**src/ctfr_pkg.sv**
```systemverilog
// shared types and constants for the checksummed text frame receiver
// no dependencies; used by every module in src
package ctfr_pkg;

  localparam logic [7:0] CH_CR  = 8'h0D;
  localparam logic [7:0] CH_TAB = 8'h09;

  localparam logic       REQ_BYTE = 1'b0;
  localparam logic       REQ_TICK = 1'b1;

  localparam logic       KIND_BYTE   = 1'b0;
  localparam logic       KIND_STATUS = 1'b1;

  localparam logic [2:0] CLS_RAW     = 3'd0;
  localparam logic [2:0] CLS_LABEL   = 3'd1;
  localparam logic [2:0] CLS_TAB     = 3'd2;
  localparam logic [2:0] CLS_VALUE   = 3'd3;
  localparam logic [2:0] CLS_CR      = 3'd4;
  localparam logic [2:0] CLS_FRAMING = 3'd5;

  localparam logic [1:0] REG_RAW_MODE     = 2'd0;
  localparam logic [1:0] REG_MAX_LENGTH   = 2'd1;
  localparam logic [1:0] REG_IDLE_TIMEOUT = 2'd2;

  localparam logic [15:0] IDLE_TIMEOUT_RESET = 16'd1000;
  localparam logic [15:0] COUNT_MAX          = 16'hFFFF;

  typedef enum logic [1:0] {
    PH_WAIT,
    PH_SKIP,
    PH_LABEL,
    PH_VALUE
  } phase_t;

  typedef struct packed {
    logic       req_type;
    logic [7:0] rx_byte;
  } in_item_t;

  typedef struct packed {
    logic        result_kind;
    logic [7:0]  out_byte;
    logic [2:0]  byte_class;
    logic        frame_ok;
    logic [15:0] frame_length;
    logic [31:0] good_frames;
    logic [31:0] bad_frames;
  } out_item_t;

  // one accepted item as seen by the back end: a byte beat, a status beat or both
  typedef struct packed {
    logic        has_byte;
    logic        has_status;
    logic [7:0]  rx_byte;
    logic [2:0]  byte_class;
    logic [15:0] byte_len;
    logic        status_ok;
    logic [15:0] status_len;
    logic [31:0] good_count;
    logic [31:0] bad_count;
  } cmd_t;

endpackage

```
**src/checksummed_text_frame_receiver_core.sv**
```systemverilog
// top level of the checksummed text frame receiver
// depends on ctfr_pkg, ctfr_front, ctfr_queue, ctfr_back
//
//   channel | direction | handshake        | beat
//   in      | input     | in_valid/in_stall | in_item_t: request type and byte
//   out     | output    | out_valid/out_stall | out_item_t: classified byte or status
//   cfg     | input     | cfg_wen          | register index and 16-bit data
//
// while in_stall is low, one item per cycle enters the front end, which updates
// the frame state in that cycle; an item that ends a frame on its own byte gives
// two beats, a byte beat and then a status beat that waits in the back end's
// pending register; results pass through the queue and the output register
// rst is synchronous; in_stall rises only when the queue is full
module checksummed_text_frame_receiver_core (
  input  logic                clk,
  input  logic                rst,
  input  logic                in_valid,
  output logic                in_stall,
  input  ctfr_pkg::in_item_t  in_data,
  output logic                out_valid,
  input  logic                out_stall,
  output ctfr_pkg::out_item_t out_data,
  input  logic                cfg_wen,
  input  logic [1:0]          cfg_index,
  input  logic [15:0]         cfg_wdata
);

  logic           q_full, q_nonempty, q_pop, push, accept;
  ctfr_pkg::cmd_t cmd, q_head;

  assign in_stall = q_full;
  assign accept   = in_valid && !q_full;

  ctfr_front u_front (
    .clk       (clk),
    .rst       (rst),
    .cfg_wen   (cfg_wen),
    .cfg_index (cfg_index),
    .cfg_wdata (cfg_wdata),
    .accept    (accept),
    .item      (in_data),
    .push      (push),
    .cmd       (cmd)
  );

  ctfr_queue u_queue (
    .clk       (clk),
    .rst       (rst),
    .push      (push),
    .push_data (cmd),
    .full      (q_full),
    .pop       (q_pop),
    .nonempty  (q_nonempty),
    .head      (q_head)
  );

  ctfr_back u_back (
    .clk        (clk),
    .rst        (rst),
    .q_nonempty (q_nonempty),
    .q_head     (q_head),
    .q_pop      (q_pop),
    .out_valid  (out_valid),
    .out_stall  (out_stall),
    .out_data   (out_data)
  );

endmodule

```
**src/ctfr_front.sv**
```systemverilog
// front end: config registers, frame state machine, byte classification
// depends on ctfr_pkg; feeds ctfr_queue with one command per item that takes a byte or ends a frame
module ctfr_front (
  input  logic            clk,
  input  logic            rst,
  input  logic            cfg_wen,
  input  logic [1:0]      cfg_index,
  input  logic [15:0]     cfg_wdata,
  input  logic            accept,
  input  ctfr_pkg::in_item_t item,
  output logic            push,
  output ctfr_pkg::cmd_t  cmd
);

  logic        raw_mode;
  logic [15:0] max_frame_length;
  logic [15:0] idle_timeout_ticks;

  ctfr_pkg::phase_t phase, phase_next;
  logic [15:0] byte_count;
  logic [7:0]  running_sum;
  logic [15:0] idle_count;
  logic [31:0] good_count;
  logic [31:0] bad_count;

  logic        is_byte, is_cr, is_tab;
  logic [15:0] count_inc, idle_inc;
  logic [7:0]  sum_new;
  logic        byte_take, tick_end, len_end, frame_end, frame_ok;
  logic [2:0]  cls;

  always_ff @(posedge clk) begin
    if (rst) begin
      raw_mode           <= 1'b0;
      max_frame_length   <= 16'd0;
      idle_timeout_ticks <= ctfr_pkg::IDLE_TIMEOUT_RESET;
    end else if (cfg_wen) begin
      unique case (cfg_index)
        ctfr_pkg::REG_RAW_MODE:     raw_mode           <= cfg_wdata[0];
        ctfr_pkg::REG_MAX_LENGTH:   max_frame_length   <= cfg_wdata;
        ctfr_pkg::REG_IDLE_TIMEOUT: idle_timeout_ticks <= cfg_wdata;
        default: ;
      endcase
    end
  end

  assign is_byte   = (item.req_type == ctfr_pkg::REQ_BYTE);
  assign is_cr     = (item.rx_byte == ctfr_pkg::CH_CR);
  assign is_tab    = (item.rx_byte == ctfr_pkg::CH_TAB);
  assign count_inc = (byte_count == ctfr_pkg::COUNT_MAX) ? byte_count : byte_count + 16'd1;
  assign idle_inc  = (idle_count == ctfr_pkg::COUNT_MAX) ? idle_count : idle_count + 16'd1;
  assign sum_new   = running_sum + item.rx_byte;

  // a zero timeout behaves like one since idle_inc is at least one
  assign byte_take = is_byte && (phase != ctfr_pkg::PH_WAIT || is_cr);
  assign tick_end  = !is_byte && (phase != ctfr_pkg::PH_WAIT) && (idle_inc >= idle_timeout_ticks);
  assign len_end   = byte_take && (max_frame_length != 16'd0) && (count_inc >= max_frame_length);
  assign frame_end = tick_end || len_end;
  assign frame_ok  = raw_mode || ((is_byte ? sum_new : running_sum) == 8'd0);

  // next state
  always_comb begin
    phase_next = phase;
    if (accept) begin
      if (frame_end) begin
        phase_next = ctfr_pkg::PH_WAIT;
      end else if (is_byte) begin
        unique case (phase)
          ctfr_pkg::PH_WAIT:  if (is_cr) phase_next = ctfr_pkg::PH_SKIP;
          ctfr_pkg::PH_SKIP:  phase_next = ctfr_pkg::PH_LABEL;
          ctfr_pkg::PH_LABEL: begin
            if (is_cr) phase_next = ctfr_pkg::PH_SKIP;
            else if (is_tab) phase_next = ctfr_pkg::PH_VALUE;
          end
          ctfr_pkg::PH_VALUE: if (is_cr) phase_next = ctfr_pkg::PH_SKIP;
          default: phase_next = ctfr_pkg::PH_WAIT;
        endcase
      end
    end
  end

  // byte class from the current phase and byte; raw mode forces the raw class
  always_comb begin
    unique case (phase)
      ctfr_pkg::PH_WAIT, ctfr_pkg::PH_SKIP: cls = ctfr_pkg::CLS_FRAMING;
      ctfr_pkg::PH_LABEL: begin
        if (is_cr) cls = ctfr_pkg::CLS_CR;
        else if (is_tab) cls = ctfr_pkg::CLS_TAB;
        else cls = ctfr_pkg::CLS_LABEL;
      end
      ctfr_pkg::PH_VALUE: cls = is_cr ? ctfr_pkg::CLS_CR : ctfr_pkg::CLS_VALUE;
      default: cls = ctfr_pkg::CLS_FRAMING;
    endcase
    if (raw_mode) cls = ctfr_pkg::CLS_RAW;
  end

  always_ff @(posedge clk) begin
    if (rst) begin
      phase       <= ctfr_pkg::PH_WAIT;
      byte_count  <= 16'd0;
      running_sum <= 8'd0;
      idle_count  <= 16'd0;
      good_count  <= 32'd0;
      bad_count   <= 32'd0;
    end else begin
      phase <= phase_next;
      if (accept) begin
        if (is_byte) begin
          idle_count <= 16'd0;
        end else if (phase != ctfr_pkg::PH_WAIT) begin
          idle_count <= idle_inc;
        end
        if (byte_take) begin
          byte_count  <= count_inc;
          running_sum <= sum_new;
        end
        if (frame_end) begin
          byte_count  <= 16'd0;
          running_sum <= 8'd0;
          idle_count  <= 16'd0;
          if (frame_ok) good_count <= good_count + 32'd1;
          else bad_count <= bad_count + 32'd1;
        end
      end
    end
  end

  assign push = accept && (byte_take || frame_end);

  always_comb begin
    cmd.has_byte   = byte_take;
    cmd.has_status = frame_end;
    cmd.rx_byte    = item.rx_byte;
    cmd.byte_class = cls;
    cmd.byte_len   = count_inc;
    cmd.status_ok  = frame_ok;
    cmd.status_len = is_byte ? count_inc : byte_count;
    cmd.good_count = good_count;
    cmd.bad_count  = bad_count;
  end

endmodule

```
**src/ctfr_queue.sv**
```systemverilog
// two-entry command queue between front and back end
// depends on ctfr_pkg for the command type
module ctfr_queue (
  input  logic           clk,
  input  logic           rst,
  input  logic           push,
  input  ctfr_pkg::cmd_t push_data,
  output logic           full,
  input  logic           pop,
  output logic           nonempty,
  output ctfr_pkg::cmd_t head
);

  ctfr_pkg::cmd_t mem [2];
  logic       wr_ptr, rd_ptr;
  logic [1:0] count;

  assign full     = (count == 2'd2);
  assign nonempty = (count != 2'd0);
  assign head     = mem[rd_ptr];

  always_ff @(posedge clk) begin
    if (push) mem[wr_ptr] <= push_data;
  end

  always_ff @(posedge clk) begin
    if (rst) begin
      wr_ptr <= 1'b0;
      rd_ptr <= 1'b0;
      count  <= 2'd0;
    end else begin
      if (push) wr_ptr <= ~wr_ptr;
      if (pop) rd_ptr <= ~rd_ptr;
      unique case ({push, pop})
        2'b10:   count <= count + 2'd1;
        2'b01:   count <= count - 2'd1;
        default: count <= count;
      endcase
    end
  end

endmodule

```
**src/ctfr_back.sv**
```systemverilog
// back end: turns commands into output beats behind an output register
// depends on ctfr_pkg; pops ctfr_queue
module ctfr_back (
  input  logic              clk,
  input  logic              rst,
  input  logic              q_nonempty,
  input  ctfr_pkg::cmd_t    q_head,
  output logic              q_pop,
  output logic              out_valid,
  input  logic              out_stall,
  output ctfr_pkg::out_item_t out_data
);

  logic                pend;
  ctfr_pkg::out_item_t pend_data;
  ctfr_pkg::out_item_t byte_beat, status_beat;
  logic                can_load;

  always_comb begin
    byte_beat.result_kind  = ctfr_pkg::KIND_BYTE;
    byte_beat.out_byte     = q_head.rx_byte;
    byte_beat.byte_class   = q_head.byte_class;
    byte_beat.frame_ok     = 1'b0;
    byte_beat.frame_length = q_head.byte_len;
    byte_beat.good_frames  = q_head.good_count;
    byte_beat.bad_frames   = q_head.bad_count;

    // counters after this frame's update
    status_beat.result_kind  = ctfr_pkg::KIND_STATUS;
    status_beat.out_byte     = 8'd0;
    status_beat.byte_class   = ctfr_pkg::CLS_RAW;
    status_beat.frame_ok     = q_head.status_ok;
    status_beat.frame_length = q_head.status_len;
    status_beat.good_frames  = q_head.good_count + {31'd0, q_head.status_ok};
    status_beat.bad_frames   = q_head.bad_count + {31'd0, !q_head.status_ok};
  end

  assign can_load = !out_valid || !out_stall;
  assign q_pop    = can_load && !pend && q_nonempty;

  always_ff @(posedge clk) begin
    if (rst) begin
      out_valid <= 1'b0;
      pend      <= 1'b0;
    end else if (can_load) begin
      if (pend) begin
        out_valid <= 1'b1;
        pend      <= 1'b0;
      end else if (q_nonempty) begin
        out_valid <= 1'b1;
        pend      <= q_head.has_byte && q_head.has_status;
      end else begin
        out_valid <= 1'b0;
      end
    end
  end

  always_ff @(posedge clk) begin
    if (can_load) begin
      if (pend) begin
        out_data <= pend_data;
      end else if (q_nonempty) begin
        out_data  <= q_head.has_byte ? byte_beat : status_beat;
        pend_data <= status_beat;
      end
    end
  end

endmodule
```
**config.mk**
```make
export PLATFORM = sky130hd
export DESIGN_NAME = checksummed_text_frame_receiver_core
export DESIGN_NICKNAME = d
export VERILOG_FILES = /design/src/ctfr_pkg.sv /design/src/checksummed_text_frame_receiver_core.sv /design/src/ctfr_front.sv /design/src/ctfr_queue.sv /design/src/ctfr_back.sv
export SDC_FILE = /design/constraint.sdc
export NUM_CORES = 1
export LEC_CHECK = 0
export BUFFER_PORTS_ARGS = -buffer_cell sky130_fd_sc_hd__buf_2
export CELL_PAD_IN_SITES_DETAIL_PLACEMENT = 0
export CELL_PAD_IN_SITES_GLOBAL_PLACEMENT = 1
export CORE_ASPECT_RATIO = 1.25
export CORE_UTILIZATION = 50
export DETAILED_ROUTE_END_ITERATION = 16
export GPL_TIMING_DRIVEN = 0
export PLACE_DENSITY_LB_ADDON = 0.1
export SLEW_MARGIN = 0
export SYNTH_ARGS = -nofsm -noshare
export SYNTH_HDL_FRONTEND = slang
export SYNTH_SLANG_ARGS = --single-unit
```
**constraint.sdc**
```tcl
create_clock -name clk -period 12 [get_ports clk]
set_input_delay 3.6 -clock clk [delete_from_list [all_inputs] [get_ports clk]]
set_output_delay 3.6 -clock clk [all_outputs]
set_load 0.02 [all_outputs]
```
## Word-level counts from Yosys, hierarchy flattened

Memory sizes are Yosys's and may differ from the RTL's. A register that Yosys moved wholly into a read port is not among the register bits.
Cells that the tools add are included.

| word-level totals | value |
|---|---|
| register bits | 319 |
| bits in latches | 0 |
| bits in writable memories | 220 |
| memory bits (read-only) | 0 |
| bits of input ports | 32 |
| output and inout port bits | 95 |
| memories | 1 |

Memories:

| memory | words | width | rd ports | clocked after memory_dff | write ports | line | source |
|---|---|---|---|---|---|---|---|
| u_queue.mem | 2 | 110 | 1 | 1 | 1 | ctfr_queue.sv:14 | `ctfr_pkg::cmd_t mem [2];` |

| operators by class | value |
|---|---|
| add/sub/neg operators | 9 |
| multipliers | 0 |
| div/mod/pow operators | 0 |
| $lt $le $gt $ge | 2 |
| eq/ne operators | 16 |
| shifts and indexed selects | 0 |
| mux-type cells | 34 |
| bitwise gates (word level) | 5 |
| reductions and logical operators | 41 |

Operators with widths:

| kind | count |
|---|---|
| $mux W93 | 2 |
| $mux W16 | 8 |
| $mux W81 | 1 |
| $add A32 B1 Y32 | 2 |
| $add A32 B1 Y32 const B | 2 |
| $add A16 B1 Y16 const B | 2 |
| $eq A16 B16 Y1 const B | 2 |
| $ge A16 B16 Y1 | 2 |
| $mux W8 | 3 |
| $eq A8 B4 Y1 const B | 2 |
| $reduce_bool A16 Y1 | 1 |
| $mux W2 | 6 |
| $reduce_and A2 Y1 | 6 |
| $eq A2 B2 Y1 const B | 5 |
| $logic_and A1 B1 Y1 | 10 |
| $reduce_bool A2 Y1 | 5 |
| $mux W3 | 3 |
| $pmux W3 S3 | 1 |
| $reduce_and A3 Y1 | 3 |
| $add A8 B8 Y8 | 1 |
| $logic_not A8 Y1 | 1 |
| $mux W1 | 8 |
| $eq A2 B1 Y1 const B | 3 |
| $ne A3 B1 Y1 const B | 2 |
| 12 further kinds | 26 |

## Depth between registers and ports, before layout

| depth | value |
|---|---|
| depth after elaboration | 10 |
| mapped depth | 20 |
| mapped depth without buffers | 17 |

## Modules after synthesis

From an unflattened synthesis, not the netlist that was laid out.

| unflattened totals | value |
|---|---|
| cells, all modules | 2,245 |
| area, all modules | 25,714.7 um2 |

By module, submodules not included:

| module | instances | cells each | area an instance (um2) | sequential area each (um2) |
|---|---|---|---|---|
| ctfr_back | 1 | 815 | 9,181.3 | 5,265.0 |
| ctfr_front | 1 | 1,065 | 8,381.8 | 2,782.7 |
| ctfr_queue | 1 | 364 | 8,137.8 | 6,706.4 |
| checksummed_text_frame_receiver_core | 1 | 1 | 13.8 | 0.0 |

## Worst setup path after synthesis

No wires, ideal clock.

| path | value |
|---|---|
| path type | input-to-reg |
| start | in in_data[5] (netlist name) |
| end | mem u_queue.mem[0][0] (netlist name) (enable) |
| setup time | 581 ps |
| arrival | 10,024 ps |
| setup slack | 1,396 ps |
| stages on the path | 7 |
| cell sequence | or4_1 > or4_4 > a21oi_1 > o31a_1 > clkinv_1 > clkbuf_1 > nor2_1 |

RTL lines:

| element | line | source |
|---|---|---|
| start: declaration | checksummed_text_frame_receiver_core.sv:19 | `input ctfr_pkg::in_item_t in_data,` |
| end: declaration | ctfr_queue.sv:14 |  |

==> summary.txt <==
Finish
  – Final Core Density: 0.575
  – NumNets Final: 2464
  – ANT cells: 0
  – Fraction of final layout cells sized beyond drive strength 1: 0.120
  – Commonest non-fill, non-tap cells in the layout: 394 x edfxtp_1, 270 x nand2_1, 158 x a21oi_1, 146 x dfxtp_1, 141 x buf_2
  – Synth-to-layout area growth: 13.2%
  – Design Area, Final: 28400 µm²
  – Commonest non-fill, non-tap cell in the layout: edfxtp_1

Timing
  – Final hold violation count: 0
  – Final slew viol count: 0
  – Fin crit share: 0.582
  – Final Setup Violations: 0
  – Max_slew headroom: 0.0518
  – Setup TNS: 0 ns
  – Peak Freq: 143 MHz
  – Worst-Margin Slew: 1.42 ns
  – RSZ-0062 raised after global routing: no
  – WHS: 0.457 ns
  – Worst Clk Skew: 0.0145 ns
  – Final min period: 6.99 ns

Place
  – Dpl hpwl: 46500 µm
  – DP Area: 26700 µm²
  – Port bufs: 126
  – Routability congestion estimate from global placement: 0.849

Drt
  – Vias: 17.6k
  – DRC Markers: 0
  – Vias/cell: 5.73
  – Post-Route WL: 63500 µm
  – Initial drt markers: 1094
  – Wire per inst: 20.6 µm
  – 1st-pass router iterations: 5
  – Remaining antenna violation count: 0

Synthesis
  – Yosys warnings: 0
  – Synth Register Bits: 540
  – Post-synth EDFFs: 394
  – Cells after Synth: 2191
  – Synthesized cell area: 25100 µm²
  – Post-Syn Area per Cell: 11.4 µm²
  – Syn_nets: 2276
  – Main synth FF type: edfxtp_1
  – Async SR Flop Fraction: 0
  – Sequential fraction of the synthesis area: 0.588
  – Synth unique cells: 75

CTS
  – Num CTS Buffers: 52
  – CTS tree: done
  – Clock transition at path regs: 0.06 ns
  – CTS Buffer Depth: 3
  – Cts repair resizes: 0
  – Htree depth: 2
  – Total clock sinks: 540
  – Root Buffer: clkbuf_16
  – Setup Buffers After CTS: 0
  – Skew-Pair Late Insertion Delay: 0.60 ns
  – CTS Hold Buffers Added: 0

Critical path
  – CP arrival: 7.29 ns
  – Cell mode on critical path: buf_12
  – Crit path required time: 12.30 ns
  – Delay-heaviest family, CP: simple AND/OR/NAND/NOR gates
  – Cell Chain, Critical Path: buf_2 -> or4_1 -> or4_4 -> a21oi_1 -> o31a_1 -> clkinv_1 -> clkbuf_1 -> nor2_4 -> buf_12 -> buf_12
  – Bufs and invs on worst path: 5
  – Worst Path Max Fanout: 31
  – Worst setup SP type: input port
  – Max incr delay on CP: 0.77 ns
  – Kind of critical path: input port to flip-flop
  – CP max-delay cell: nor2_4
  – Endpoint class of the critical path: flip-flop

Job
  – Max-cap violations: 0

Pwr
  – Clock Power Share: 0.357
  – Sw Share: 0.271
  – NetSw: 1.23 mW
  – Comb pwr share: 0.158
  – PD cells: 159 nW/µm²
  – LEAKAGE: 9.17 nW
  – Pint: 3.30 mW
  – Sequential Power Share: 0.486
  – Max rail drop VDD: 0.122 mV

Die
  – Row count: 91
  – Starting density of the core: 0.507
  – Chip width: 202 µm
  – Io pins: 127
  – Die Y: 252 µm
  – Die Area: 51100 µm²
  – Core area: 49400 µm²

Global route
  – Number of global-route vias before repair: 16.8k
  – Tot GR Track Use: 0.248
  – Gr ovfl total: 0
  – First-pass GRT wire length: 97000 µm
  – Initial antenna violation count: 2
  – Pin count of the biggest net entering global routing: 64

Min path
  – Hold Crit Class: flip-flop to flip-flop

Run status
  – Status: completed
-- flip-flops by register name (all words and copies together) (netlist names), 32 cells and up, named ones only --
register / flops
u_queue.mem: 220
u_back.out_data: 93
u_front.bad_count: 32
u_front.good_count: 32
u_back.pend_data: 81
-- cells in the mapped netlist, types with 35 or more instances --
cell / n / area (µm²)
mux2i_1: 92 / 921
xnor2_1: 106 / 928
or4_1: 57 / 428
inv_1: 58 / 218
ha_1: 52 / 651
o21ai_0: 96 / 480
nor2_1: 96 / 360
o31ai_1: 58 / 435
nand4_1: 35 / 219
xor2_1: 54 / 473
edfxtp_1: 394 / 11800
nand3_1: 86 / 430
nand2_1: 270 / 1010
clkbuf_1: 91 / 342
dfxtp_1: 146 / 2920
a21oi_1: 159 / 796
-- kinds of logic (layout without fill, tap and decap cells) --
group,Yosys count,count (layout),synth area share
DFF,540,540,0.588
buffers and inverters,177,408,0.0287
AOI/OAI and AO/OA,411,411,0.102
adders and majority gates,53,53,0.0267
muxes,122,122,0.0502
and+or+nand+nor,728,728,0.148
xor gates and xnor gates,160,160,0.0559
-- worst paths after layout --
kind	start	endpoint	slack [ns]	depth (start not counted)
hold reg to reg	u_front.idle_timeout_ticks[1]	u_front.idle_timeout_ticks[1]	0.46	2
hold / removal	u_front.idle_timeout_ticks[1]	u_front.idle_timeout_ticks[1]	0.46	2
setup reg to reg	flip-flop	u_back.out_data[31]	5.07	17
setup / recovery	in_data[5]	u_queue.mem[0][25]	5.01	10
-- cell type report --
class / count / area, µm²
fill: 4178 / 21000
sequential: 540 / 14800
multi-input combinational: 1474 / 9620
clock buffer: 64 / 1380
tap: 651 / 815
timing repair buffer: 134 / 813
buffer: 117 / 495
clock inverter: 33 / 290
inverter: 60 / 228
-- routing by layer --
| metal | vias to the layer above | track usage | share of wire |
|---|---|---|---|
| li1 | 8540 | - | - |
| met1 | 8507 | 0.301 | 0.41 |
| met2 | 435 | 0.440 | 0.51 |
| met3 | 117 | 0.0361 | 0.045 |
| met4 | 4 | 0.0992 | 0.037 |
| met5 | - | 0 | 0.00041 |
-- worst reg2reg max path: stages (launching register included) --
cell and delay (ns):
dfxtp_1 0.43, buf_2 0.30, buf_2 0.30, buf_4 0.23, buf_2 0.31, buf_2 0.42
buf_2 0.44, buf_2 0.43, buf_2 0.42, mux2i_1 0.73, ha_1 0.34, inv_1 0.07
a221oi_2 0.39, nand4b_1 0.54, nor4_2 0.74, nand4_1 0.21, xnor2_1 0.20, o21ai_0 0.14
-- power groups by stage --
stage          sequential [mW]  combinational [mW]  clock, mW
6_report                  2.20               0.713       1.62
5_1_grt                   2.21               0.772       1.71
2_1_floorplan             2.33               0.383          0
4_1_cts                   2.20               0.723       1.65
3_3_place_gp              2.27               0.685          0
3_5_place_dp              2.24               0.721          0
-- stage by stage --
| stage | power, mW | worst slack, ns | cells |
|---|---|---|---|
| after floorplan | 2.71 | 1.40 | 2191 |
| after global placement | 2.95 | -1.73 | 2968 |
| after detailed placement | 2.96 | 4.39 | 2976 |
| after CTS | 4.57 | 4.94 | 3073 |
| after global routing | 4.69 | 4.63 | 3073 |
| final | 4.53 | 5.01 | 3073 |
(Power assumes the default switching activity.)
